`src/hdl/mailbox_endpoint_init_handshake_assert.svh`:
```
// Assertion macros for the mailbox endpoint start-up handshake
// No dependencies; included by the top level only
`ifndef MAILBOX_ENDPOINT_INIT_HANDSHAKE_ASSERT_SVH
`define MAILBOX_ENDPOINT_INIT_HANDSHAKE_ASSERT_SVH

// same-cycle implication, disabled during reset
`define MEIH_ASSERT_NOW(label, clk, rst_n, ante, cons) \
    label: assert property (@(posedge clk) disable iff (!(rst_n)) (ante) |-> (cons)) \
        else $error("meih assertion failed");

// next-cycle implication, disabled during reset
`define MEIH_ASSERT_NEXT(label, clk, rst_n, ante, cons) \
    label: assert property (@(posedge clk) disable iff (!(rst_n)) (ante) |=> (cons)) \
        else $error("meih assertion failed");

`endif

```
`src/hdl/meih_pkg.sv`:
```
// Package for the mailbox endpoint start-up handshake
// Holds widths, codes, message constants and the result type; no dependencies
`timescale 1ns / 1ps

package meih_pkg;

    localparam int WORD_W            = 64;
    localparam int ADDR_W            = 44;
    localparam int SIZE_W            = 45;
    localparam int CFG_IDX_W         = 2;
    localparam int MAX_ENDPOINTS_DEF = 32;

    // configuration register indexes
    localparam logic [CFG_IDX_W-1:0] REG_BUFFER_BASE = 2'd0;
    localparam logic [CFG_IDX_W-1:0] REG_BUFFER_SIZE = 2'd1;

    localparam logic [SIZE_W-1:0] BUFFER_SIZE_RESET = 45'd65536;

    // endpoints and message types
    localparam logic [7:0] EP_CTRL    = 8'd0;
    localparam logic [7:0] EP_BUF_A   = 8'd1;
    localparam logic [7:0] EP_BUF_B   = 8'd4;
    localparam logic [7:0] TYPE_HELLO = 8'd1;
    localparam logic [7:0] TYPE_PWROK = 8'd7;
    localparam logic [7:0] TYPE_MAP   = 8'd8;

    // outgoing message templates
    localparam logic [WORD_W-1:0] MSG_WAKE        = 64'h0060_0000_0000_0220;
    localparam logic [WORD_W-1:0] MSG_HELLO_REPLY = 64'h0020_0001_0000_0000;
    localparam logic [WORD_W-1:0] MSG_MAP_ACK     = 64'h0080_0000_0000_0000;
    localparam logic [WORD_W-1:0] MAP_SUB_MASK    = 64'h0008_0007_0000_0000;
    localparam logic [WORD_W-1:0] MSG_EP_START    = 64'h0050_0000_0000_0002;
    localparam logic [WORD_W-1:0] MSG_PWROK_REPLY = 64'h00b0_0000_0000_0000;

    typedef enum logic [1:0] {
        ACT_SEND    = 2'd0,
        ACT_RUN_BIT = 2'd1,
        ACT_STATUS  = 2'd2
    } t_action;

    typedef enum logic [2:0] {
        STS_BUSY      = 3'd0,
        STS_DONE      = 3'd1,
        STS_BAD_EP    = 3'd2,
        STS_BAD_TYPE  = 3'd3,
        STS_NO_MEM    = 3'd4,
        STS_BAD_PHASE = 3'd5
    } t_status;

    typedef struct packed {
        t_action             action;
        logic [WORD_W-1:0]   out_word0;
        logic [WORD_W-1:0]   out_word1;
        t_status             status;
        logic                last;
    } t_result;

endpackage

```
`src/hdl/meih_if.sv`:
```
// Channel interfaces for the mailbox endpoint start-up handshake
// Depends on meih_pkg for widths and codes
`timescale 1ns / 1ps

interface meih_in_if;
    import meih_pkg::*;
    logic              valid;
    logic              ready;
    logic              kind;
    logic              cpu_running;
    logic [WORD_W-1:0] msg_word0;
    logic [WORD_W-1:0] msg_word1;
    modport source (output valid, kind, cpu_running, msg_word0, msg_word1, input ready);
    modport sink   (input valid, kind, cpu_running, msg_word0, msg_word1, output ready);
endinterface

interface meih_out_if;
    import meih_pkg::*;
    logic              valid;
    logic              ready;
    t_action           action;
    logic [WORD_W-1:0] out_word0;
    logic [WORD_W-1:0] out_word1;
    t_status           status;
    logic              last;
    modport source (output valid, action, out_word0, out_word1, status, last, input ready);
    modport sink   (input valid, action, out_word0, out_word1, status, last, output ready);
endinterface

interface meih_cfg_if;
    import meih_pkg::*;
    logic                 valid;
    logic                 ready;
    logic [CFG_IDX_W-1:0] index;
    logic [WORD_W-1:0]    data;
    modport source (output valid, index, data, input ready);
    modport sink   (input valid, index, data, output ready);
endinterface

```
`src/hdl/mailbox_endpoint_init_handshake.sv`:
```
// Host side of a coprocessor mailbox start-up handshake
// A sequencer with one shared 45-bit adder, a registered endpoint list memory
// and a one-entry output register. Channels i_in (start or received message),
// o_out (message to send, run-bit request or status) and i_cfg (buffer_base at
// index 0, buffer_size at index 1; always ready; written while the block idles,
// a rule for the user that the block does not enforce). Every request is taken
// only when the sequencer is idle; o_out is a register, so the next request can
// be taken while the last result still waits. Steps per request:
//   start, hello, power-ok and error results: a decode step to the output register
//   endpoint-map round: decode, a scan over message bits 0 to 31, then the ack,
//     then per collected endpoint a list memory read and a start message
//   buffer request: two passes through the shared adder, then the result
// A stalled receiver holds the sequencer in its current emit step; nothing is
// lost or repeated. Reset clears phase, endpoint count, allocation offset and
// buffer_base and sets buffer_size to 65536; the list memory needs no clearing
// pass, only entries below the count are read.
`timescale 1ns / 1ps
`include "mailbox_endpoint_init_handshake_assert.svh"

module mailbox_endpoint_init_handshake #(
    parameter int MAX_ENDPOINTS = meih_pkg::MAX_ENDPOINTS_DEF
) (
    input  logic        i_clk,
    input  logic        i_rst_n,
    meih_cfg_if.sink    i_cfg,
    meih_in_if.sink     i_in,
    meih_out_if.source  o_out
);
    import meih_pkg::*;

    localparam int CNT_W = $clog2(MAX_ENDPOINTS + 1);
    localparam int IDX_W = (MAX_ENDPOINTS > 1) ? $clog2(MAX_ENDPOINTS) : 1;

    typedef enum logic [2:0] {
        PH_IDLE  = 3'd0,
        PH_HELLO = 3'd1,
        PH_MAP   = 3'd2,
        PH_PWROK = 3'd3,
        PH_DONE  = 3'd4
    } t_phase;

    typedef enum logic [3:0] {
        ST_IDLE,
        ST_DECODE,
        ST_SCAN,
        ST_ACK,
        ST_START_RD,
        ST_START_EMIT,
        ST_ADD_REQ,
        ST_ADD_ADDR,
        ST_ALLOC
    } t_state;

    t_state              r_state;
    t_phase              r_phase;
    logic [CNT_W-1:0]    r_count;
    logic [CNT_W-1:0]    r_n;
    logic [4:0]          r_bit;
    logic                r_kind;
    logic                r_cpu_running;
    logic [WORD_W-1:0]   r_w0;
    logic [WORD_W-1:0]   r_w1;
    logic [ADDR_W-1:0]   r_base;
    logic [SIZE_W-1:0]   r_size;
    logic [SIZE_W-1:0]   r_offset;
    logic [SIZE_W:0]     r_sum;
    logic [ADDR_W-1:0]   r_addr;
    logic                r_oom;
    logic                r_o_valid;
    t_result             r_o_res;
    logic [7:0]          r_ep_mem [MAX_ENDPOINTS];
    logic [7:0]          r_rd_data;

    logic [7:0]          w_ep;
    logic [7:0]          w_type;
    logic                w_slot;
    logic                w_ld;
    logic                w_accept;
    logic                w_final;
    logic [WORD_W-1:0]   w_ack;
    logic                w_start_last;
    logic                w_mem_we;
    logic                w_scan_end;
    logic [SIZE_W-1:0]   w_add_b;
    logic [SIZE_W:0]     w_sum;

    t_result             n_res;
    t_phase              n_phase;
    logic                n_emit;
    logic                n_scan;
    logic                n_alloc;
    logic                n_clear;

    // ports
    assign i_cfg.ready     = 1'b1;
    assign i_in.ready      = (r_state == ST_IDLE);
    assign o_out.valid     = r_o_valid;
    assign o_out.action    = r_o_res.action;
    assign o_out.out_word0 = r_o_res.out_word0;
    assign o_out.out_word1 = r_o_res.out_word1;
    assign o_out.status    = r_o_res.status;
    assign o_out.last      = r_o_res.last;

    assign w_accept = i_in.valid && (r_state == ST_IDLE);
    assign w_slot   = !r_o_valid || o_out.ready;
    assign w_ep     = r_w1[7:0];
    assign w_type   = r_w0[59:52];

    // map round acknowledge word
    assign w_final = r_w0[51];
    assign w_ack   = MSG_MAP_ACK | (r_w0 & MAP_SUB_MASK)
                   | {{(WORD_W-1){1'b0}}, (r_w0[34:32] == 3'b000)};
    assign w_start_last = ((r_n + CNT_W'(1)) == r_count);

    // endpoint list write during the bit scan
    assign w_mem_we = (r_state == ST_SCAN) && r_w0[r_bit]
                   && (r_count < CNT_W'(MAX_ENDPOINTS));
    assign w_scan_end = (r_state == ST_SCAN) && (r_bit == 5'd31);

    // shared adder: offset + request bytes, then base + offset
    assign w_add_b = (r_state == ST_ADD_REQ) ? {25'd0, r_w0[51:44], 12'd0}
                                             : {1'b0, r_base};
    assign w_sum   = {1'b0, r_offset} + {1'b0, w_add_b};

    // result selection for the current step
    always_comb begin
        n_res   = '{action: ACT_STATUS, out_word0: '0, out_word1: '0,
                    status: STS_BUSY, last: 1'b1};
        n_phase = r_phase;
        n_emit  = 1'b0;
        n_scan  = 1'b0;
        n_alloc = 1'b0;
        n_clear = 1'b0;
        unique case (r_state)
            ST_DECODE: begin
                n_emit = 1'b1;
                if (!r_kind) begin
                    n_clear = 1'b1;
                    n_phase = PH_HELLO;
                    if (r_cpu_running) begin
                        n_res.action    = ACT_SEND;
                        n_res.out_word0 = MSG_WAKE;
                    end else begin
                        n_res.action = ACT_RUN_BIT;
                    end
                end else begin
                    unique case (r_phase)
                        PH_HELLO: begin
                            priority if (w_ep != EP_CTRL) begin
                                n_res.status = STS_BAD_EP;
                                n_phase      = PH_IDLE;
                            end else if (w_type != TYPE_HELLO) begin
                                n_res.status = STS_BAD_TYPE;
                                n_phase      = PH_IDLE;
                            end else begin
                                n_res.action    = ACT_SEND;
                                n_res.out_word0 = MSG_HELLO_REPLY | {32'd0, r_w0[31:0]};
                                n_phase         = PH_MAP;
                            end
                        end
                        PH_MAP: begin
                            priority if (w_ep != EP_CTRL) begin
                                n_res.status = STS_BAD_EP;
                                n_phase      = PH_IDLE;
                            end else if (w_type != TYPE_MAP) begin
                                n_res.status = STS_BAD_TYPE;
                                n_phase      = PH_IDLE;
                            end else begin
                                n_emit = 1'b0;
                                n_scan = 1'b1;
                            end
                        end
                        PH_PWROK: begin
                            priority if (w_ep == EP_BUF_A || w_ep == EP_BUF_B) begin
                                n_emit  = 1'b0;
                                n_alloc = 1'b1;
                            end else if (w_ep != EP_CTRL) begin
                                n_res.status = STS_BAD_EP;
                                n_phase      = PH_IDLE;
                            end else if (w_type != TYPE_PWROK) begin
                                n_res.status = STS_BAD_TYPE;
                                n_phase      = PH_IDLE;
                            end else begin
                                n_res.action    = ACT_SEND;
                                n_res.out_word0 = MSG_PWROK_REPLY | {32'd0, r_w0[31:0]};
                                n_res.status    = STS_DONE;
                                n_phase         = PH_DONE;
                            end
                        end
                        default: begin
                            n_res.status = STS_BAD_PHASE;
                            n_phase      = PH_IDLE;
                        end
                    endcase
                end
            end
            ST_ACK: begin
                n_emit          = 1'b1;
                n_res.action    = ACT_SEND;
                n_res.out_word0 = w_ack;
                n_res.last      = !w_final || (r_count == '0);
                if (w_final) begin
                    n_phase = PH_PWROK;
                end
            end
            ST_START_EMIT: begin
                n_emit          = 1'b1;
                n_res.action    = ACT_SEND;
                n_res.out_word0 = MSG_EP_START | {24'd0, r_rd_data, 32'd0};
                n_res.last      = w_start_last;
            end
            ST_ALLOC: begin
                n_emit = 1'b1;
                if (r_oom) begin
                    n_res.status = STS_NO_MEM;
                    n_phase      = PH_IDLE;
                end else begin
                    n_res.action    = ACT_SEND;
                    n_res.out_word0 = {r_w0[WORD_W-1:ADDR_W], r_addr};
                    n_res.out_word1 = r_w1;
                end
            end
            default: ;
        endcase
    end

    assign w_ld = n_emit && w_slot;

    // endpoint list memory, registered read
    always_ff @(posedge i_clk) begin
        if (w_mem_we) begin
            r_ep_mem[r_count[IDX_W-1:0]] <= {r_w0[34:32], r_bit};
        end
        r_rd_data <= r_ep_mem[r_n[IDX_W-1:0]];
    end

    // sequencer, configuration and output register
    always_ff @(posedge i_clk) begin
        if (!i_rst_n) begin
            r_state   <= ST_IDLE;
            r_phase   <= PH_IDLE;
            r_count   <= '0;
            r_n       <= '0;
            r_bit     <= '0;
            r_offset  <= '0;
            r_base    <= '0;
            r_size    <= BUFFER_SIZE_RESET;
            r_o_valid <= 1'b0;
        end else begin
            // configuration writes
            if (i_cfg.valid) begin
                unique case (i_cfg.index)
                    REG_BUFFER_BASE: r_base <= i_cfg.data[ADDR_W-1:0];
                    REG_BUFFER_SIZE: r_size <= i_cfg.data[SIZE_W-1:0];
                    default: ;
                endcase
            end

            // output register
            if (w_ld) begin
                r_o_res   <= n_res;
                r_o_valid <= 1'b1;
            end else if (o_out.ready) begin
                r_o_valid <= 1'b0;
            end

            unique case (r_state)
                ST_IDLE: begin
                    if (w_accept) begin
                        r_kind        <= i_in.kind;
                        r_cpu_running <= i_in.cpu_running;
                        r_w0          <= i_in.msg_word0;
                        r_w1          <= i_in.msg_word1;
                        r_state       <= ST_DECODE;
                    end
                end
                ST_DECODE: begin
                    priority if (n_scan) begin
                        r_bit   <= '0;
                        r_state <= ST_SCAN;
                    end else if (n_alloc) begin
                        r_state <= ST_ADD_REQ;
                    end else if (w_ld) begin
                        r_phase <= n_phase;
                        if (n_clear) begin
                            r_count <= '0;
                        end
                        r_state <= ST_IDLE;
                    end
                end
                ST_SCAN: begin
                    if (w_mem_we) begin
                        r_count <= r_count + CNT_W'(1);
                    end
                    if (r_bit == 5'd31) begin
                        r_state <= ST_ACK;
                    end else begin
                        r_bit <= r_bit + 5'd1;
                    end
                end
                ST_ACK: begin
                    if (w_ld) begin
                        r_phase <= n_phase;
                        r_n     <= '0;
                        if (w_final && (r_count != '0)) begin
                            r_state <= ST_START_RD;
                        end else begin
                            r_state <= ST_IDLE;
                        end
                    end
                end
                ST_START_RD: begin
                    r_state <= ST_START_EMIT;
                end
                ST_START_EMIT: begin
                    if (w_ld) begin
                        if (w_start_last) begin
                            r_state <= ST_IDLE;
                        end else begin
                            r_n     <= r_n + CNT_W'(1);
                            r_state <= ST_START_RD;
                        end
                    end
                end
                ST_ADD_REQ: begin
                    r_sum   <= w_sum;
                    r_state <= ST_ADD_ADDR;
                end
                ST_ADD_ADDR: begin
                    r_addr  <= w_sum[ADDR_W-1:0];
                    r_oom   <= (r_sum > {1'b0, r_size});
                    r_state <= ST_ALLOC;
                end
                ST_ALLOC: begin
                    if (w_ld) begin
                        r_phase <= n_phase;
                        if (!r_oom) begin
                            r_offset <= r_sum[SIZE_W-1:0];
                        end
                        r_state <= ST_IDLE;
                    end
                end
                default: r_state <= ST_IDLE;
            endcase
        end
    end

    // checks on the sequencer
    `MEIH_ASSERT_NEXT(a_accept_decodes, i_clk, i_rst_n, w_accept, r_state == ST_DECODE)
    `MEIH_ASSERT_NOW(a_count_bounded, i_clk, i_rst_n, 1'b1, r_count <= CNT_W'(MAX_ENDPOINTS))
    `MEIH_ASSERT_NOW(a_start_in_list, i_clk, i_rst_n, r_state == ST_START_EMIT, r_n < r_count)
    `MEIH_ASSERT_NEXT(a_scan_ends_in_ack, i_clk, i_rst_n, w_scan_end, r_state == ST_ACK)

endmodule
```
`src/flat_wrapper.sv`:
```
// flat-port wrapper written by rule: the top's interface ports become plain ports
module mailbox_endpoint_init_handshake_flat import meih_pkg::*;
#(
    parameter int MAX_ENDPOINTS = meih_pkg::MAX_ENDPOINTS_DEF
)
  (i_clk, i_rst_n, i_cfg_valid, i_cfg_index, i_cfg_data, i_cfg_ready, i_in_valid, i_in_kind, i_in_cpu_running, i_in_msg_word0, i_in_msg_word1, i_in_ready, o_out_valid, o_out_action, o_out_out_word0, o_out_out_word1, o_out_status, o_out_last, o_out_ready);
  meih_cfg_if i_cfg_i ();
  meih_in_if i_in_i ();
  meih_out_if o_out_i ();
  input  logic i_clk;
  input  logic i_rst_n;
  input wire logic [$bits(i_cfg_i.valid)-1:0] i_cfg_valid;
  input wire logic [$bits(i_cfg_i.index)-1:0] i_cfg_index;
  input wire logic [$bits(i_cfg_i.data)-1:0] i_cfg_data;
  output wire logic [$bits(i_cfg_i.ready)-1:0] i_cfg_ready;
  input wire logic [$bits(i_in_i.valid)-1:0] i_in_valid;
  input wire logic [$bits(i_in_i.kind)-1:0] i_in_kind;
  input wire logic [$bits(i_in_i.cpu_running)-1:0] i_in_cpu_running;
  input wire logic [$bits(i_in_i.msg_word0)-1:0] i_in_msg_word0;
  input wire logic [$bits(i_in_i.msg_word1)-1:0] i_in_msg_word1;
  output wire logic [$bits(i_in_i.ready)-1:0] i_in_ready;
  output wire logic [$bits(o_out_i.valid)-1:0] o_out_valid;
  output wire logic [$bits(o_out_i.action)-1:0] o_out_action;
  output wire logic [$bits(o_out_i.out_word0)-1:0] o_out_out_word0;
  output wire logic [$bits(o_out_i.out_word1)-1:0] o_out_out_word1;
  output wire logic [$bits(o_out_i.status)-1:0] o_out_status;
  output wire logic [$bits(o_out_i.last)-1:0] o_out_last;
  input wire logic [$bits(o_out_i.ready)-1:0] o_out_ready;
  assign i_cfg_i.valid = i_cfg_valid;
  assign i_cfg_i.index = i_cfg_index;
  assign i_cfg_i.data = i_cfg_data;
  assign i_cfg_ready = i_cfg_i.ready;
  assign i_in_i.valid = i_in_valid;
  assign i_in_i.kind = i_in_kind;
  assign i_in_i.cpu_running = i_in_cpu_running;
  assign i_in_i.msg_word0 = i_in_msg_word0;
  assign i_in_i.msg_word1 = i_in_msg_word1;
  assign i_in_ready = i_in_i.ready;
  assign o_out_valid = o_out_i.valid;
  assign o_out_action = o_out_i.action;
  assign o_out_out_word0 = o_out_i.out_word0;
  assign o_out_out_word1 = o_out_i.out_word1;
  assign o_out_status = o_out_i.status;
  assign o_out_last = o_out_i.last;
  assign o_out_i.ready = o_out_ready;
  mailbox_endpoint_init_handshake #(.MAX_ENDPOINTS(MAX_ENDPOINTS)) u_core (.i_clk(i_clk), .i_rst_n(i_rst_n), .i_cfg(i_cfg_i), .i_in(i_in_i), .o_out(o_out_i));
endmodule
```
`config.mk`:
```
export PLATFORM = sky130hd
export DESIGN_NAME = mailbox_endpoint_init_handshake_flat
export DESIGN_NICKNAME = d
export VERILOG_FILES = /design/src/hdl/meih_pkg.sv /design/src/hdl/meih_if.sv /design/src/hdl/mailbox_endpoint_init_handshake.sv /design/src/flat_wrapper.sv
export VERILOG_INCLUDE_DIRS = /design/src /design/src/hdl
export SDC_FILE = /design/constraint.sdc
export NUM_CORES = 1
export LEC_CHECK = 0
export BUFFER_PORTS_ARGS = -buffer_cell sky130_fd_sc_hd__clkbuf_2
export CAP_MARGIN = 20
export CORE_ASPECT_RATIO = 2
export CORE_MARGIN = 1.5
export CORE_UTILIZATION = 35
export CTS_CLUSTER_DIAMETER = 30
export DETAILED_ROUTE_END_ITERATION = 10
export GPL_TIMING_DRIVEN = 0
export PLACE_DENSITY = 0.59
export SYNTH_ARGS = -nofsm -noshare
export SYNTH_HDL_FRONTEND = slang
export SYNTH_SLANG_ARGS = --single-unit
```
`constraint.sdc`:
```
create_clock -name i_clk -period 8.95 [get_ports i_clk]
set_input_delay 0.4475 -clock i_clk [delete_from_list [all_inputs] [get_ports i_clk]]
set_output_delay 0.4475 -clock i_clk [all_outputs]
set_load 0.02 [all_outputs]
```
# Word-level counts from Yosys, hierarchy flattened
# Memory sizes are Yosys's and may differ from the RTL's. A register that Yosys moved wholly into a read port is not among the register bits.
# Index checks and enable logic that the tools add are counted.
[classes]
n_eq_ne = 31
add_sub_neg = 4
reduce_logical = 35
mux = 86
bitwise_logic = 3
magnitude_cmp = 3
[ops]
columns = ["op", "n"]
rows = [
  ["2-to-1 mux 66 bit", 6],
  ["case mux 66 bit (4 select lines)", 1],
  ["case mux 66 bit (2 select lines)", 1],
  ["2-to-1 mux 130 bit", 1],
  ["2-to-1 mux 3 bit", 20],
  ["OR 56 x 1 -> 56 bit", 1],
  ["2-to-1 mux 55 bit", 1],
  ["2-to-1 mux 6 bit", 8],
  ["adder 45 x 45 -> 46 bit", 1],
  ["> comparator 46 x 45 -> 1 bit", 1],
  ["2-to-1 mux 44 bit", 1],
  ["case mux 4 bit (9 select lines)", 1],
  ["2-to-1 mux 4 bit", 7],
  ["case mux 6 bit (2 select lines)", 2],
  ["2-to-1 mux 1 bit", 21],
  ["case mux 3 bit (2 select lines)", 3],
  ["case mux 3 bit (3 select lines)", 2],
  ["equality test 4 x 3 -> 1 bit (second input constant)", 4],
  ["!= test 2 x 1 -> 1 bit (second input constant)", 7],
  ["adder 6 x 1 -> 6 bit (second input constant)", 2],
  ["AND reduction 3 bit", 4],
  ["2-to-1 mux 5 bit", 2],
  ["!= test 2 bit (second input constant)", 5],
  ["case mux 5 bit (2 select lines)", 1],
  ["35 further kinds", 59],
]
[totals]
inputBits = 201
mem_bits_rw = 256
memories = 1
ff_bits = 514
[memory_table]
columns = ["memory", "depth", "word_bits", "rd", "rd_clocked_by_memory_dff", "wr", "line_no", "rtl"]
rows = [
  ["u_core.r_ep_mem", 32, 8, 1, 1, 1, "mailbox_endpoint_init_handshake.sv:71", "logic [7:0] r_ep_mem [MAX_ENDPOINTS];"],
]

# Logic depth before layout (Yosys ltp)
# Gate-level depths: netlist (run 1).
[logic_depth]
ltp_word = 11
ltp_mapped = 18
ltp_nobuf = 15

# Least setup slack after synthesis (run 1)
# Ideal clock, no wire load.
[synth_timing]
kind = "reg-to-reg"
startpoint = "register u_core.r_state[0]"
endpoint = "register u_core.r_o_res (netlist bit u_core.o_out.action[0]) (enable)"
arrival_ps = 4489
path_stages_with_launch = 8
setup_time_ps = 508
path_slack_ps = 3952
path_cell_list = "dfxtp_1 > buf_2 > nor3_2 > nand2_2 > nand2_1 > nor3_1 > a21oi_2 > and2_1"
[synth_between]
elab_chain_cells = 5
elab_cells_between_ends = 8
classes_between = "eq/ne: 4; mux: 1; reduce/logical: 3"
[synth_rtl]
columns = ["element", "line_no", "rtl"]
rows = [
  ["start, declared", "mailbox_endpoint_init_handshake.sv:54", "t_state r_state;"],
  ["start signal, assigned", "mailbox_endpoint_init_handshake.sv:240", "r_state <= ST_IDLE;"],
  ["start signal, assigned", "mailbox_endpoint_init_handshake.sv:274", "r_state <= ST_DECODE;"],
  ["start signal, assigned", "mailbox_endpoint_init_handshake.sv:280", "r_state <= ST_SCAN;"],
  ["equality test 4 x 2 -> 1 bit (tied with other cells)", "mailbox_endpoint_init_handshake.sv:134", "unique case (r_state)"],
  ["OR reduction 3 bit (no source line)", "n/a", ""],
  ["case mux 1 bit (2 select lines) *", "mailbox_endpoint_init_handshake.sv:134", ""],
  ["logical AND 1 bit *", "mailbox_endpoint_init_handshake.sv:227", "assign w_ld = n_emit && w_slot;"],
  ["AND reduction 2 bit (no source line) *", "n/a", ""],
  ["end signal, assigned", "mailbox_endpoint_init_handshake.sv:261", "r_o_res <= n_res;"],
  ["end, declared", "mailbox_endpoint_init_handshake.sv:70", "t_result r_o_res;"],
]
# Mark *: on every way between the ends. The rest lies on a longest branch, timed or not.
# A chain may end at the register's enable or synchronous reset.

# Final worst setup path (run 1)
[layout_timing]
startpoint = "register u_core.r_state[2]"
endpoint = "register u_core.r_addr[40] (data pin)"
[layout_between]
elab_chain_cells = 3
[layout_rtl]
columns = ["element", "line_no", "rtl"]
rows = [
  ["equality test 4 x 3 -> 1 bit", "mailbox_endpoint_init_handshake.sv:121", "assign w_add_b = (r_state == ST_ADD_REQ) ? {25'd0, r_w0[51:44], 12'd0}"],
  ["2-to-1 mux 44 bit", "mailbox_endpoint_init_handshake.sv:121", ""],
  ["adder 45 x 45 -> 46 bit", "mailbox_endpoint_init_handshake.sv:123", "assign w_sum = {1'b0, r_offset} + {1'b0, w_add_b};"],
  ["named net u_core.w_sum[40]", "mailbox_endpoint_init_handshake.sv:85", "logic [SIZE_W:0] w_sum;"],
  ["end signal, assigned", "mailbox_endpoint_init_handshake.sv:330", "r_addr <= w_sum[ADDR_W-1:0];"],
  ["end, declared", "mailbox_endpoint_init_handshake.sv:67", "logic [ADDR_W-1:0] r_addr;"],
]
# The timed path passes the listed nets, and every way through them passes these cells.

==> results of run 1 <==
## path summary, 6_finish.rpt
path	end	depth (start not counted)	from	slack [ns]
setup / recovery	u_core.r_addr[40]	15	u_core.r_state[2]	3.12
hold / removal	u_core.r_base[40]	3	i_cfg_data[40]	0.05
setup reg to reg	u_core.r_addr[40]	15	u_core.r_state[2]	3.12
hold reg to reg	u_core.r_base[30]	2	u_core.r_base[30]	0.45
## worst max-delay path, stage by stage (launching register included)
cell and delay (ns):
dfxtp_1 0.49, clkbuf_1 0.38, and3_1 0.26, clkbuf_1 0.52, buf_1 0.73, mux2_2 0.43
ha_1 0.33, nand2_1 0.19, nor2_1 0.07, a211oi_1 0.40, nand3_1 0.27, a31o_2 0.36
a41o_1 0.28, a31oi_1 0.42, o21ai_0 0.20, xor2_1 0.20
## layer usage
metal / GRT usage, % / up-vias / part of all wire [%]
li1: - / 9839 / -
met3: 2.93 / 216 / 4.3
met2: 38.7 / 716 / 55
met1: 19.9 / 10400 / 34
met5: 0 / - / 0.0085
met4: 13.1 / 2 / 6.5
## power by group through the flow
stage / registers (mW) / clock network (mW) / logic, mW
5_1_grt: 3.93 / 4.53 / 0.363
3_5_place_dp: 4.00 / 0 / 0.274
2_1_floorplan: 4.03 / 0 / 0.110
4_1_cts: 3.93 / 4.39 / 0.335
6_report: 3.93 / 4.32 / 0.337
3_3_place_gp: 4.02 / 0 / 0.261
## kinds of logic after synthesis
kind of cell / after synthesis
buf+inv: 182
xor+xnor: 56
other cells: 1
flops: 769
compound gates: 415
mux: 112
simple gates: 702
fa+ha+maj: 97
## state kept, by name, indices dropped and copies added (netlist names), 8 cells and up
| name | cells |
|---|---|
| u_core.r_size | 45 |
| u_core.o_out.out_word0 | 64 |
| u_core.r_offset | 45 |
| u_core.r_ep_mem | 256 |
| u_core.r_w0 | 55 |
| u_core.r_w1 | 64 |
| u_core.o_out.out_word1 | 64 |
| u_core.r_rd_data | 8 |
| u_core.r_sum | 46 |
| u_core.r_addr | 44 |
| u_core.r_base | 44 |
## placed cells by master (no fill, tap or decap), types with 46 or more instances in the layout
master           n
clkbuf_1        97
nor2_1         106
ha_1            96
dlygate4sd3_1  164
mux4_2          90
nand2_1        335
clkbuf_2       308
edfxtp_1       602
o21ai_0         46
clkbuf_16      104
nor2b_1         50
dfxtp_1        166
a21oi_1        206
and2_1          87
inv_1           69
## cell type report
class	instances	area share [%]
tap	1185	3.64
timing repair buffer	488	8.70
sequential	769	52.6
clock inverter	82	2.52
multi-input combinational	1383	24.3
buffer	112	1.13
inverter	70	0.645
clock buffer	113	6.52
antenna	1	0.00614
## stage by stage
step | setup WS, ns | power, mW | util [%] | std cells
finish | 3.12 | 8.58 | 45.0 | 4203
global route | 3.00 | 8.82 | 45.0 | 4203
CTS | 3.15 | 8.65 | 44.9 | 4198
detailed placement | 3.22 | 4.28 | 39.0 | 3839
global placement | 1.79 | 4.28 | 38.7 | 3826
floorplan | 3.95 | 4.14 | - | 2334
## what timing repair did
item                      in CTS  in global routing
hold buffers                 164                  0
hold endpoints to repair     202                  0
resized for setup              0                  0
==> impl_results.md, run 1 <==
* Net switching power at about 2.0 mW
* Post-CTS Setup Bufs at 0
* Setup TNS at 0 ns
* Comb pwr share at between 3 and 4%
* Largest net degree at the start of global routing at between 70 and 80
* Status: complete, no violations
* Leakage at roughly 15 nW
* Initial core utilization at roughly 35%
* Unrepaired setup endpoints after global routing: no
* Avg WL per Cell at 22.5 um
* Post-Synth Adder-Cell Area at 3.81%
* Mapped Cells at approximately 2300
* Skew-Pair Late Insertion Delay at slightly above 0.7 ns
* Sw frac at about a quarter
* Area leader, netlist: edfxtp_1
* Die ar. at between 90000 and 100000 um^2
* Total Routing Usage GR at 20.2%
* CTS Buf Count at between 100 and 150
* Seq/Total Area, Yosys at about 67%
* Xor and xnor fraction of the mapped netlist area at under 10%
* Simple-gate share of the synthesized area at 10.2%
* Initial antenna violation count at 2
* Min Tclk post-route at a little under 6 ns
* Area post-placement at about 35000 um^2
* Crit. End Element: flop
* Worst IR Drop VDD at 164 uV
* Post-synth net total at between 2000 and 3000
* Ys flop type: edfxtp_1
* Pwr Density at 211 nW/um^2
* Arr. time, crit path at 6.23 ns
* Compound-Gate Fraction of Synth Area at 8.15%
* Endpoints failing hold at 0
* Clock buffer depth at 3
* Asr flop ratio synth at 0%
* Hold slack at 0.0451 ns
* Warnings, synthesis at 0
* Crit Path Category: flop to flop
* Finished Cell Area at just over 40000 um^2
* Vias at ~21000
* Clock Sink Count at slightly below 800
* Routability cong. at between 0.9 and 1
* DRC Markers at 0
* Internal power at roughly 6.6 mW
* Startpoint Class: flop
* Final Setup Violations at 0
* Multi-input combinational cell area at between 9000 and 10000 um^2
* I/O Pins at 338
* GRT overflow at 0
* Mapped cell area at ~32000 um^2
* Area Overhead vs Synth at 27.3%
* Fraction of layout cells with a size suffix above 1 at a little over a fifth
* Final nets at around 3200
* HPWL Detailed at around 72000 um
* Top-count cell post-synth: edfxtp_1
* Multiplexer share of the synthesized area at under 10%
* TritonRoute pass-1 iters at 8
* EDFF count, synth at 602
* Period utilization at 65.1%
* Clock power share at between 50% and 60%
* Syn Area/Cell at roughly 14 um^2
* Worst-margin pin slew at 1.06 ns
* Fillcell total at 8167
* Number of global-route vias before repair at approximately 23000
* Post-synth cell types at 77
* First-pass GRT wire length at 139000 um
* Drt via density at just over 5
* TritonCTS clock tree: done
* Num rows at 156
* Synth top area share at between 50% and 60%
* Max Fclk at around 170 MHz
* Hold Path Class: input pin to flop
* Req. time, crit path at a little over 9 ns
* Slew Limit Fails at 0
* Worst slew margin at between 20 and 30%
* Largest family of logic cells by synthesized area: simple AND/OR/NAND/NOR gates
* Synth top area cells: edfxtp_1 56%, dfxtp_1 10%, mux4_2 6.3%
* Die Wd at 217 um
* Synth Register Bits at roughly 770
* H-tree depth at 3
* Largest fanout on the critical path at 10
* Clock-pin slew on the worst setup and hold paths at about 0.060 ns
* Part of the power in registers at a little under half
* Final wirelength at ~94000 um
* Chip height at 431 um
* Reg area at around 21000 um^2
* Skew final at between 0.03 and 0.04 ns
* IO buf count at just over 300
* Synth top cells by count: 602 x edfxtp_1, 335 x nand2_1, 206 x a21oi_1, 167 x dfxtp_1, 107 x nor2_1
* Root Buffer: clkbuf_16
* Max-Cap Viols at 0
* DRT antenna net count at 0
* Iter 0 DRT Violations at approximately 1200
* Core Region at about 90000 um^2
Note: power is estimated with default switching activity, not from simulation.
==> run 2, diff against run 1 <==
Settings changed: PLACE_DENSITY 0.59 to 0.61.
Clock period 8.95 ns to 4.9 ns, I/O delays scaled along.
==> run 2 against run 1 <==
Compared with the run above: clock power grew 85%; flip-flop and latch count unchanged; via count decreased by 1.8%; utilization is 0.15 points higher; maximum frequency increased by 22%; critical path depth shrank 1; die area did not move; register-to-register slack lost 3.0 ns; setup slack lost 3.0 ns; design area is 0.33% higher.
==> impl_results.md, run 2 (synthesized netlist as in run 1, its figures left out) <==
* Power Total at 15.8 mW (+84%)
* R2r endpoint: u_core.r_addr[32]
* Clock Sink Count at 769 (unchanged)
* Fraction of layout cells with a size suffix above 1 at 22.4% (+0.47 points)
* GRT overflow at 0 (unchanged)
* Avg WL per Cell at 22.0 um (-2.3%)
* Min Tclk post-route at 4.79 ns (-1.03 ns)
* Number of global-route vias before repair at 21700 (-4.2%)
* Max Fclk at 209 MHz (+22%)
* DRC Markers at 0 (unchanged)
* Period utilization at 97.8% (+33 points)
* Largest fanout on the critical path at 10 (unchanged)
* Final Util at 45.2% (+0.15 points)
* Setup WS pre-CTS at -0.876 ns (-4.09 ns)
* Max reg flops at 256 (unchanged)
* Slowest cell on crit path: dfxtp_1
* Clock buffer depth at 3 (unchanged)
* Crit. End Element: flop
* TritonRoute pass-1 iters at 7 (-1)
* Worst slew margin at 28.1% (-1.2 points)
* Root Buffer: clkbuf_16
* Initial antenna violation count at 2 (unchanged)
* Skew final at 0.0370 ns (+0.00616 ns)
* IO buf count at 307 (unchanged)
* TritonCTS clock tree: done
* Worst IR Drop VDD at 348 uV (+110%)
* Total Routing Usage GR at 19.6% (-0.62 points)
* Max-Cap Viols at 0 (unchanged)
* Internal reg-to-reg setup slack at 0.11 ns (-3.02 ns)
* CTS Buf Count at 104 (+0.97%)
* DRT antenna net count at 0 (unchanged)
* Most common cell after layout, fill and taps aside: edfxtp_1
* Clock-pin slew on the worst setup and hold paths at 0.07 ns (about the same)
* Final Setup Violations at 0 (unchanged)
* Initial core utilization at 35.4% (unchanged)
* Num rows at 156 (unchanged)
* Crit Path Category: flop to flop
* Leakage at 14.7 nW (about the same)
* Unrepaired setup endpoints after global routing: no
* Worst-margin pin slew at 1.08 ns (+0.0182 ns)
* Slew Limit Fails at 0 (unchanged)
* Leading cell types in the layout, fill and taps excluded: 602 x edfxtp_1, 335 x nand2_1, 312 x clkbuf_2
* Worst path cell trace: clkbuf_2 -> and3_2 -> buf_4 -> mux2_2 -> ha_1 -> nand2_1 -> nor2_1 -> a211oi_1 -> nand3_1 -> a21boi_0 -> o21bai_1 -> a221oi_1 -> o21ai_0 -> xor2_1
* Worst-case reg-to-reg path depth at 14 (-1)
* Hold Path Depth at 2 (-1)
* Final nets at 3229 (+0.12%)
* Final Worst Setup Slack at 0.109 ns (-3.02 ns)
* Chip height at 431 um (unchanged)
* Status: complete, no violations
* Routability cong. at 0.906 (-2.9%)
* HPWL Detailed at 69900 um (-3.3%)
* Iter 0 DRT Violations at 1188 (-0.59%)
* H-tree depth at 3 (unchanged)
* Startpoint Class: flop
* Area Overhead vs Synth at 27.7%
* Arr. time, crit path at 5.30 ns (-0.93 ns)
* Skew-Pair Late Insertion Delay at 0.71 ns (about the same)
* Largest net degree at the start of global routing at 64 (-11%)
* I/O Pins at 338 (unchanged)
* Vias at 20800 (-1.8%)
* Critical R2R Launch: u_core.r_state[2]
* Endpoint, Worst Hold: u_core.r_w0[16]
* Die Wd at 217 um (unchanged)
* Worst path bufs/invs at 2 (-1)
* Die ar. at 93400 um^2 (unchanged)
* Pwr Density at 386 nW/um^2 (+83%)
* Drt via density at 4.95 (-1.9%)
* First-pass GRT wire length at 134000 um (-3.7%)
* Delay-heaviest family, CP: compound AO/OA/AOI/OAI gates
* Hold Path Class: input pin to flop
* Final wirelength at 92400 um (-2.2%)
* Critical path's largest stage delay at 0.49 ns (-0.24 ns)
* Req. time, crit path at 5.41 ns (-3.94 ns)
* Core Region at 90600 um^2 (unchanged)
* Endpoints failing hold at 0 (unchanged)
* Hold Startpoint: i_in_valid
==> run 2: cell type report <==
type                            instances  area, um^2
Inverter                               70         263
Clock buffer                          113        2740
Tap cell                             1185        1480
Clock inverter                         82         998
Fill cell                            8266       49700
Antenna cell                            1        2.50
Multi-Input combinational cell       1383        9910
Timing Repair Buffer                  492        3610
Sequential cell                       769       21400
Buffer                                111         467
==> run 2: repair_timing <==
action | 4_1_cts | 5_1_grt
hold buffers | 168 | 0
setup endpoints to repair | 44 | 13
gates resized for setup | 12 | 4
hold endpoints to repair | 210 | 0
setup buffers | 0 | 0
==> run 2: per-stage QoR <==
stage	instance area (um^2)	TNS, ns	cells	hold WS [ns]
floorplan	32000	0	2334	0.344
global placement	35000	-175.60	3826	0.422
detailed placement	35400	-18.09	3839	0.424
CTS	40800	0	4201	0.0236
global route	40900	0	4205	0.0659
finish	40900	0	4206	0.0732
==> run 2: worst max-delay path by stage <==
| stage | start | end | slack [ns] | depth (start not counted) |
|---|---|---|---|---|
| finish | u_core.r_state[2] | u_core.r_addr[32] | 0.11 | 14 |
| global route | u_core.r_state[2] | u_core.r_addr[32] | 0.03 | 14 |
| CTS | u_core.r_state[2] | u_core.r_addr[40] | 0.02 | 14 |
| detailed placement | u_core.r_state[2] | u_core.r_sum[40] | -0.88 | 15 |
| global placement | u_core.r_state[3] | u_core.r_w1[44] | -1.25 | 3 |
| floorplan | u_core.r_state[3] | u_core.r_cpu_running | 0.15 | 3 |
==> run 2: power by group <==
group / internal [mW] / switching (mW)
clock: 4.70 / 3.29
sequential: 7.11 / 0.0583
combinational: 0.259 / 0.359
total: 12.1 / 3.70
==> run 2: layer usage <==
layer	part of all wire [%]	wire, um	up-vias	GRT usage (%)
met5	0.015	14	-	0
met4	5.3	4940	2	11.1
met3	4.0	3680	197	2.64
met2	55	51300	595	37.7
met1	35	32500	10200	20.0
li1	-	-	9864	-
==> run 2: worst reg2reg max path: stages (launching register included) <==
cell	delay, ns
dfxtp_1	0.49
clkbuf_2	0.29
and3_2	0.42
buf_4	0.32
mux2_2	0.37
ha_1	0.33
nand2_1	0.19
nor2_1	0.09
a211oi_1	0.35
nand3_1	0.27
a21boi_0	0.36
o21bai_1	0.16
a221oi_1	0.49
o21ai_0	0.19
xor2_1	0.29
==> run 3, diff against run 2 <==
Settings changed: CELL_PAD_IN_SITES_DETAIL_PLACEMENT set to 0, CELL_PAD_IN_SITES_GLOBAL_PLACEMENT set to 1, PLACE_DENSITY 0.61 to 0.7.
==> run 3 against run 2 <==
Compared with the run above: clock skew increased by 0.025 ns; utilization about the same; first-iteration DRC count increased by 2.4%; combinational power about the same; flip-flop and latch count unchanged; sequential share of layout area about the same; via count increased by 1.9%; design area about the same; clock power decreased by 1%; critical endpoint is now u_core.r_sum[44]; highest routed layer is now met4.
==> impl_results.md, run 3 (synthesized netlist as in run 1, its figures left out) <==
* Status: complete, no violations
* Final Setup Violations at 0 (unchanged)
* Routability cong. at 0.927 (+2.3%)
* Number of global-route vias before repair at 22600 (+4.4%)
* Internal power at 11.9 mW (-1.2%)
* Max reg flops at 256 (unchanged)
* Drt via density at 5.04 (+1.8%)
* Max Fclk at 216 MHz (+3.4%)
* Critical path's largest stage delay at 0.38 ns (-0.11 ns)
* Pwr Density at 384 nW/um^2 (-0.55%)
* Crit Path Category: flop to flop
* Max-Cap Viols at 0 (unchanged)
* Crit path top cell by count: nor2_1
* DRC Markers at 0 (unchanged)
* Hold slack at 0.0890 ns (+0.0157 ns)
* First-pass GRT wire length at 138000 um (+3.6%)
* Fraction of layout cells with a size suffix above 1 at 22.2% (-0.20 points)
* TritonRoute pass-1 iters at 7 (unchanged)
* Clock power share at 50.3% (-0.3 points)
* H-tree depth at 3 (unchanged)
* IO buf count at 307 (unchanged)
* Skew-Pair Late Insertion Delay at 0.74 ns (+0.03 ns)
* Endpoints failing hold at 0 (unchanged)
* Skew final at 0.0621 ns (+0.0251 ns)
* TritonCTS clock tree: done
* Worst IR Drop VDD at 473 uV (+36%)
* Largest net degree at the start of global routing at 74 (+16%)
* Hold Startpoint: i_cfg_index[0]
* Iter 0 DRT Violations at 1216 (+2.4%)
* Power Total at 15.7 mW (-0.58%)
* Clock-pin slew on the worst setup and hold paths at 0.06 ns (about the same)
* Slew Limit Fails at 0 (unchanged)
* Sw frac at 24.0% (+0.47 points)
* Avg WL per Cell at 22.5 um (+2.6%)
* Startpoint Class: flop
* Crit path launch: u_core.r_state[3]
* Crit. End Element: flop
* Leading cell types in the layout, fill and taps excluded: 602 x edfxtp_1, 335 x nand2_1, 311 x clkbuf_2
* Final nets at 3230 (+0.031%)
* Root Buffer: clkbuf_16
* Final wirelength at 94900 um (+2.7%)
* Total Routing Usage GR at 20.3% (+0.68 points)
* Area Overhead vs Synth at 27.7% (about the same)
* GRT overflow at 0 (unchanged)
* Most common cell after layout, fill and taps aside: edfxtp_1
* Critical R2R Launch: u_core.r_state[3]
* HPWL Detailed at 72400 um (+3.6%)
* Placed cells at 3839 (unchanged)
* DRT antenna net count at 0 (unchanged)
* Req. time, crit path at 5.32 ns (-0.09 ns)
* Chip height at 431 um (unchanged)
* Arr. time, crit path at 5.05 ns (-0.25 ns)
* Min Tclk post-route at 4.63 ns (-0.158 ns)
* Slowest cell on crit path: mux2_2
* Initial core utilization at 35.4% (unchanged)
* Layout Cells excl Fill at 4212 (+0.14%)
* Leakage at 14.6 nW (-0.22%)
* Worst path cell trace: clkbuf_1 -> nor2_1 -> and3_4 -> clkbuf_4 -> mux2_2 -> ha_1 -> nand2_1 -> nor2_1 -> a211oi_2 -> nand3_1 -> a31o_2 -> a41o_1 -> a31oi_2 -> o211ai_1 -> xor2_1
* Clock buffer depth at 3 (unchanged)
* Die Wd at 217 um (unchanged)
* Hold Path Class: input pin to flop
* Unrepaired setup endpoints after global routing: no
* Final Util at 45.1% (about the same)
* Vias at 21200 (+1.9%)
* Initial antenna violation count at 0 (-2)
* Core Region at 90600 um^2 (unchanged)
* Part of the power in registers at 45.8% (+0.3 points)
* CTS Buf Count at 105 (+0.96%)
* Area post-placement at 35400 um^2 (about the same)
* Net switching power at 3.76 mW (+1.4%)
* Comb pwr share at 4.0% (about the same)
* Worst-margin pin slew at 1.08 ns (-0.00259 ns)
* I/O Pins at 338 (unchanged)
* Period utilization at 94.6% (-3.2 points)
* Die ar. at 93400 um^2 (unchanged)
* Finished Cell Area at 40900 um^2 (about the same)
* Largest fanout on the critical path at 10 (unchanged)
* Worst slew margin at 28.2% (+0.17 points)
* Clock Sink Count at 769 (unchanged)
* Num rows at 156 (unchanged)
-- run 3: area by class of cell --
class | count | area [um^2]
fill | 8202 | 49700
clock inverter | 83 | 1050
multi-input combinational | 1383 | 9920
sequential | 769 | 21400
clock buffer | 117 | 2670
timing repair buffer | 492 | 3610
inverter | 70 | 263
antenna | 2 | 5.00
buffer | 111 | 465
tap | 1185 | 1480
-- run 3: power by group through the flow --
stage               Sequential, mW  Combinational [mW]  Clock [mW]
floorplan                     7.35               0.201           0
global placement              7.33               0.477           0
detailed placement            7.32               0.503           0
CTS                           7.18               0.616        8.02
global route                  7.18               0.669        8.26
finish                        7.18               0.620        7.89
-- run 3: critical path: cells and delay by family (launching register included) --
family	cells	cell delay, ns
flops	1	0.31
fa+ha+maj	1	0.34
buf+inv	2	0.55
mux	1	0.38
compound gates	5	1.46
simple gates	5	1.13
xor+xnor	1	0.16
-- run 3: worst paths after layout --
check / endpoint / slack [ns] / depth (start not counted)
worst min register to register: u_core.r_base[36] / 0.45 / 2
worst max register to register: u_core.r_sum[44] / 0.27 / 15
worst max-delay path: u_core.r_sum[44] / 0.27 / 15
worst min-delay path: u_core.r_base[0] / 0.09 / 5
-- run 3: layer usage --
layer  vias to the layer above  GRT usage [%]  wire (um)
li1                       9866              -          -
met1                     10400           20.2      32900
met2                       721           38.8      51700
met3                       240           2.93       4040
met4                         0           12.7       6330
met5                         -              0          0
-- run 3: metrics by stage --
| step | TNS, ns | setup WS, ns |
|---|---|---|
| floorplan | 0 | 0.148 |
| global placement | -256.23 | -1.84 |
| detailed placement | -19.87 | -0.889 |
| CTS | 0 | 0.0450 |
| global route | 0 | 0.0692 |
| finish | 0 | 0.267 |
-- run 3: repair_timing --
action	in CTS	in global routing
setup buffers	0	0
resized for setup	6	7
setup endpoints to repair	44	17
endpoints found under the hold margin	210	0
hold buffers	168	0
